[src/rtl/mpt_pkg.sv]
`timescale 1ns / 1ps
// ---------------------------------------------------------------------------
// Monotone polygon triangulator package
// Word types, vertex record and shared constants of the triangulator.
// ---------------------------------------------------------------------------
package mpt_pkg;

    localparam int COORD_W          = 16;
    localparam int IDX_W            = 6;
    localparam int MAX_VERTICES_DEF = 64;

    // One vertex word on the input channel.
    typedef struct packed {
        logic signed [COORD_W-1:0] vertex_x;
        logic signed [COORD_W-1:0] vertex_y;
        logic                      chain_right;
        logic                      first_vertex;
        logic                      last_vertex;
    } t_vertex_in;

    // One diagonal word on the output channel.
    typedef struct packed {
        logic [IDX_W-1:0] from_index;
        logic [IDX_W-1:0] to_index;
        logic             overflow;
        logic             run_end;
    } t_diag_out;

    // Stack entry: coordinates and arrival index.
    typedef struct packed {
        logic signed [COORD_W-1:0] x;
        logic signed [COORD_W-1:0] y;
        logic [IDX_W-1:0]          idx;
    } t_vtx;

    // Status of the orientation unit.
    typedef struct packed {
        logic done;
        logic pass;
    } t_orient_res;

endpackage

[src/rtl/mpt_orient.sv]
`timescale 1ns / 1ps
// ---------------------------------------------------------------------------
// Orientation test unit
// Three-stage pipeline: edge differences, cross products, sign decision.
// ---------------------------------------------------------------------------
module mpt_orient import mpt_pkg::*; (
    input  logic        i_clk,
    input  logic        i_rst_n,
    input  logic        i_start,
    input  t_vtx        i_u,
    input  t_vtx        i_v,
    input  t_vtx        i_w,
    input  logic        i_chain_right,
    output t_orient_res o_res
);

    localparam int DIFF_W = COORD_W + 1;
    localparam int PROD_W = 2 * DIFF_W;

    logic                     r_s1_valid;
    logic                     r_s2_valid;
    logic                     r_done;
    logic                     r_pass;
    logic                     r_chain1;
    logic                     r_chain2;
    logic signed [DIFF_W-1:0] r_ax;
    logic signed [DIFF_W-1:0] r_ay;
    logic signed [DIFF_W-1:0] r_bx;
    logic signed [DIFF_W-1:0] r_by;
    logic signed [PROD_W-1:0] r_p1;
    logic signed [PROD_W-1:0] r_p2;
    logic [PROD_W:0]          cross_val;
    logic                     cross_neg;
    logic                     cross_zero;
    logic                     keep;

    // The products cannot overflow one extra bit, so the sign bit is exact.
    assign cross_val  = {r_p1[PROD_W-1], r_p1} - {r_p2[PROD_W-1], r_p2};
    assign cross_neg  = cross_val[PROD_W];
    assign cross_zero = (cross_val == '0);
    assign keep       = !((cross_neg && r_chain2) ||
                          (!cross_neg && !cross_zero && !r_chain2));

    always_ff @(posedge i_clk) begin
        if (!i_rst_n) begin
            r_s1_valid <= 1'b0;
            r_s2_valid <= 1'b0;
            r_done     <= 1'b0;
        end else begin
            r_s1_valid <= i_start;
            r_s2_valid <= r_s1_valid;
            r_done     <= r_s2_valid;
        end
    end

    always_ff @(posedge i_clk) begin
        if (i_start) begin
            r_ax     <= $signed({i_v.x[COORD_W-1], i_v.x}) - $signed({i_u.x[COORD_W-1], i_u.x});
            r_ay     <= $signed({i_v.y[COORD_W-1], i_v.y}) - $signed({i_u.y[COORD_W-1], i_u.y});
            r_bx     <= $signed({i_w.x[COORD_W-1], i_w.x}) - $signed({i_u.x[COORD_W-1], i_u.x});
            r_by     <= $signed({i_w.y[COORD_W-1], i_w.y}) - $signed({i_u.y[COORD_W-1], i_u.y});
            r_chain1 <= i_chain_right;
        end
        if (r_s1_valid) begin
            r_p1     <= r_ax * r_by;
            r_p2     <= r_ay * r_bx;
            r_chain2 <= r_chain1;
        end
        if (r_s2_valid) begin
            r_pass <= keep;
        end
    end

    assign o_res.done = r_done;
    assign o_res.pass = r_pass;

endmodule

[config.mk]
export PLATFORM = sky130hd
export DESIGN_NAME = mpt_orient
export DESIGN_NICKNAME = d
export VERILOG_FILES = /design/src/rtl/mpt_pkg.sv /design/src/rtl/mpt_orient.sv
export SDC_FILE = /design/constraint.sdc
export NUM_CORES = 2
export LEC_CHECK = 0
export BUFFER_PORTS_ARGS = -buffer_cell sky130_fd_sc_hd__buf_2
export CORE_ASPECT_RATIO = 2
export CORE_MARGIN = 2
export CORE_UTILIZATION = 40
export CTS_CLUSTER_SIZE = 14
export DETAILED_ROUTE_END_ITERATION = 8
export PLACE_DENSITY = 0.53
export SLEW_MARGIN = 20
export SYNTH_ARGS = -nofsm -noshare
export SYNTH_HDL_FRONTEND = slang
export SYNTH_SLANG_ARGS = --single-unit
export TNS_END_PERCENT = 5
[constraint.sdc]
create_clock -name i_clk -period 15.7 [get_ports i_clk]
set_input_delay 3.925 -clock i_clk [delete_from_list [all_inputs] [get_ports i_clk]]
set_output_delay 3.925 -clock i_clk [all_outputs]
set_load 0.02 [all_outputs]
* After elaboration in Yosys (flattened, before gate mapping)
Index checks and enable logic that the tools add are counted.
** Storage, ports and cells
- Register bits after elaboration :: 142
- Input bits :: 118
- Output and inout port bits :: 2
- Word-level logic and storage cells :: 28
** Cells by class
- Add/subtract/negate cells :: 5
- Multipliers :: 2
- Reductions and logical operators :: 9
** Operators by type and width (count)
- multiplier 17 x 17 -> 34 bit :: 2
- subtractor 16 x 16 -> 17 bit :: 4
- zero test 35 bit :: 1
- subtractor 34 x 34 -> 35 bit :: 1
- zero test 1 bit :: 4
- logical AND 1 bit :: 3
- logical OR 1 bit :: 1

* Logic depth before layout (Yosys ltp)
- Depth in word-level cells :: 7
- Mapped depth :: 26
- Mapped depth without buffers :: 24

* Worst setup path before layout
OpenSTA, ideal clock, no wires.
- Kind :: register to register
- Start point :: register r_ax[11]
- End point :: register r_p1[32], data pin
- Library setup time :: 158 ps
- Data arrival time :: 6263 ps
- Required time :: 15542 ps
- Setup slack :: 9279 ps
- Cell stages (with the launch flop) :: 22
- Path buffers :: 1
- Clock period less this slack :: 6421 ps
- Path through :: edfxtp_1 -> clkbuf_1 -> nand2_1 -> fa_1 -> fa_1 -> fa_1 -> inv_1 -> fa_1 -> fa_1 -> inv_1 -> fa_1 -> inv_1 -> ha_1 -> a21o_1 -> a21o_1 -> a21oi_1 -> o22ai_1 -> o41ai_1 -> o22ai_1 -> o41ai_2 -> or4b_1 -> o211ai_1
** On the way
- Longest elaborated chain between the ends :: 1
** Ends and longest elaborated chain
- start: declaration :: RTL line mpt_orient.sv:26 : logic signed [DIFF_W-1:0] r_ax;
- start signal: assignment :: RTL line mpt_orient.sv:58 : r_ax <= $signed({i_v.x[COORD_W-1], i_v.x}) - $signed({i_u.x[COORD_W-1], i_u.x});
- multiplier 17 x 17 -> 34 bit :: RTL line mpt_orient.sv:65 : r_p1 <= r_ax * r_by;
- end signal: assignment :: RTL line mpt_orient.sv:65
- end: declaration :: RTL line mpt_orient.sv:30 : logic signed [PROD_W-1:0] r_p1;
No other way between the ends.
A chain may end at the register's enable or synchronous reset.

* Worst setup path after layout
- Start point :: register r_by[2]
- End point :: register r_p1[33], data pin
** On the way
- Longest elaborated chain between the ends :: 1
** Ends and longest elaborated chain
- start: declaration :: RTL line mpt_orient.sv:29 : logic signed [DIFF_W-1:0] r_by;
- start signal: assignment :: RTL line mpt_orient.sv:61 : r_by <= $signed({i_w.y[COORD_W-1], i_w.y}) - $signed({i_u.y[COORD_W-1], i_u.y});
- multiplier 17 x 17 -> 34 bit :: RTL line mpt_orient.sv:65
No other way between the ends.

==> summary.txt <==
Route
  • WL per Instance: 20.1 um
  • Residual DRC: 0
  • Initial DRC Count: 868
  • Wirelength, routed: 86800 um
  • Drt pass-1 iters: 5
  • Vias per cell: 5.16
  • DR vias: 22223
  • Antenna-violating nets left: 0

Worst setup path
  • Crit-path cells: nand2_1, inv_1, fa_1, fa_1, fa_1, fa_1, fa_1, inv_1, fa_1, inv_1, ha_1, and2_1, or3_1, a21o_1, nor4_1, o41ai_1, a21o_1, a21oi_1, a21oi_1, xnor2_1
  • Critical path arrival: 8110 ps
  • Critical path type: reg2reg
  • Critical R2R Launch: r_by[2]
  • CP Max Fanout: 17
  • CP peak stage delay: 810 ps
  • Slowest-stage cell, CP: fa_1
  • Startpoint Class: flop
  • Worst Path Required: 15910 ps
  • Worst setup path start: r_by[2]
  • Worst path top cell family by delay: adder cells
  • Kind of end point of the critical path: flop
  • Crit path buf inv count: 3
  • Most frequent CP cell: fa_1

Floorplan
  • Starting Density: 0.405
  • Die Ht: 396 um
  • Row Count: 143
  • Num ports: 120
  • Core area: 76000 um2
  • Die width: 200 um
  • Die Area: 79300 um2

Yosys
  • Async SR Flop Fraction: 0
  • Cells after synthesis: 3238
  • Synth Cell Area: 30800 um2
  • Yosys reg bits: 142
  • Post-synthesis average cell area: 9.50 um2
  • Synthesized Nets: 4221
  • Main synth FF type: edfxtp_1
  • Ys Warns: 0
  • Post-synth cell types: 75
  • Register area share after synthesis: 0.138
  • EDFF count, synth: 139

STA
  • RSZ-0062 raised after global routing: false
  • Max Slew Vio Count: 0
  • Final-report hold violation count: 0
  • # setup viols final: 0
  • Maximum clock frequency: 127 MHz
  • Clock skew: 15.5 ps
  • Post-route clock period utilization: 0.503
  • Slew @ Worst Pin: 1030 ps
  • Fin crit period: 7900 ps
  • Relative slew slack: 0.307
  • Aggregate negative setup slack: 0 ps

Finish
  • Register area: 4240 um2
  • Multi-input gate area: 23600 um2
  • Fill count: 7555
  • Post-route cell area: 32900 um2
  • Area Overhead vs Synth: 6.94%
  • Fin util: 0.433
  • Nets@finish: 4262
  • Share of layout cells above drive strength 1: 0.0486

Hold path
  • Hold Crit Class: reg2reg
  • HP Start: r_chain1

Run
  • Max Cap Viol: 0

Clock tree
  • Post-CTS sizing: 0
  • Clk buf depth: 2
  • Sinks on Clock Net: 142
  • CTS HTree Levels: 4
  • Num CTS Buffers: 17
  • Clock tree from TritonCTS: built
  • Hold Buf Count CTS: 0
  • Root Driver: clkbuf_16
  • Skew-Pair Late Insertion Delay: 490 ps
  • Clock input transition at the sequential cells of the worst setup and hold paths: 60 ps
  • Setup bufs post-CTS: 0

Placement
  • Dpl hpwl: 74300 um
  • GP Congestion: 0.883
  • IO Port Bufs: 101
  • Placed cell areas: 32300 um2

Global route
  • Largest net degree at the start of global routing: 52
  • First-pass GRT wire length: 138000 um
  • GRT Overall Usage: 0.232
  • Remaining Overflow, GRT: 0
  • Vias in the first global route: 25013
  • Initial antenna violation count: 9

Outcome
  • Status: completed
final timing paths:
path                    to  slack, ps  depth (start not counted)
setup / recovery  r_p1[33]       7800                         20
hold / removal    r_chain2        420                          0
setup reg to reg  r_p1[33]       7800                         20
hold reg to reg   r_chain2        420                          0
area by class of cell:
cell class	count	area share
sequential	142	0.129
clock inverter	13	0.00563
timing repair buffer	113	0.0182
multi-input combinational	2305	0.716
inverter	700	0.0798
tap	1015	0.0386
antenna	2	0.000152
clock buffer	19	0.0132
layer usage:
layer	track usage	share of wire
met1	0.210	0.32
met5	0	0.00047
met2	0.480	0.59
met4	0.138	0.065
met3	0.0244	0.025
cell usage after synthesis (all sizes together), types with 35 or more instances:
library cell	number	area (um2)
fa	597	12000
nor2	154	578
nand2	319	1200
nor3	35	175
a21oi	89	445
xnor2	103	902
edfxtp	139	4170
o21ai	73	365
clkbuf	83	312
inv	700	2630
and2	301	1880
ha	268	3350
cells in the final DEF (no fill, tap or decap), types with 11 or more instances in the layout:
cell type  count
buf_2        100
a21o_1        29
nand3_1       32
o22ai_1       11
fa_1         597
inv_1        698
nor2b_1       21
xor2_1        24
xnor2_1      103
o21ai_1       11
and2_1       301
clkbuf_16     17
nand2b_1      24
a211oi_1      13
nor3_1        35
and3_1        13
nand4_1       12
edfxtp_1     139
a21oi_1       89
ha_1         268
nand2_1      319
buf_4         13
a21boi_0      16
o21a_1        22
nor2_1       154
o21ai_0       62
kinds of logic after synthesis:
| kind of cell | Yosys count | synth area share |
|---|---|---|
| flip-flops | 142 | 0.138 |
| AND/OR/NAND/NOR | 953 | 0.154 |
| buffers and inverters | 791 | 0.0970 |
| AO/OA/AOI/OAI | 355 | 0.0763 |
| multiplexers | 5 | 0.00163 |
| XOR/XNOR | 127 | 0.0361 |
| adder cells (fa/ha/maj) | 865 | 0.497 |
sequential cells by signal, indices dropped and copies added, names as in the netlist, 17 cells and up:
name,cells
r_p2,34
r_by,17
r_bx,17
r_ay,17
r_p1,34
r_ax,17
metrics by stage:
stage,std cells,setup WS [ps],hold slack (ps)
after floorplan,3238,9280,400
after global placement,4275,7720,411
after global routing,4308,7570,430
after detailed placement,4275,7720,409
final,4309,7800,420
after CTS,4307,7680,425
Power is not shown: default switching activity piles up to over one toggle a cycle in this logic, so the estimate is an artifact.
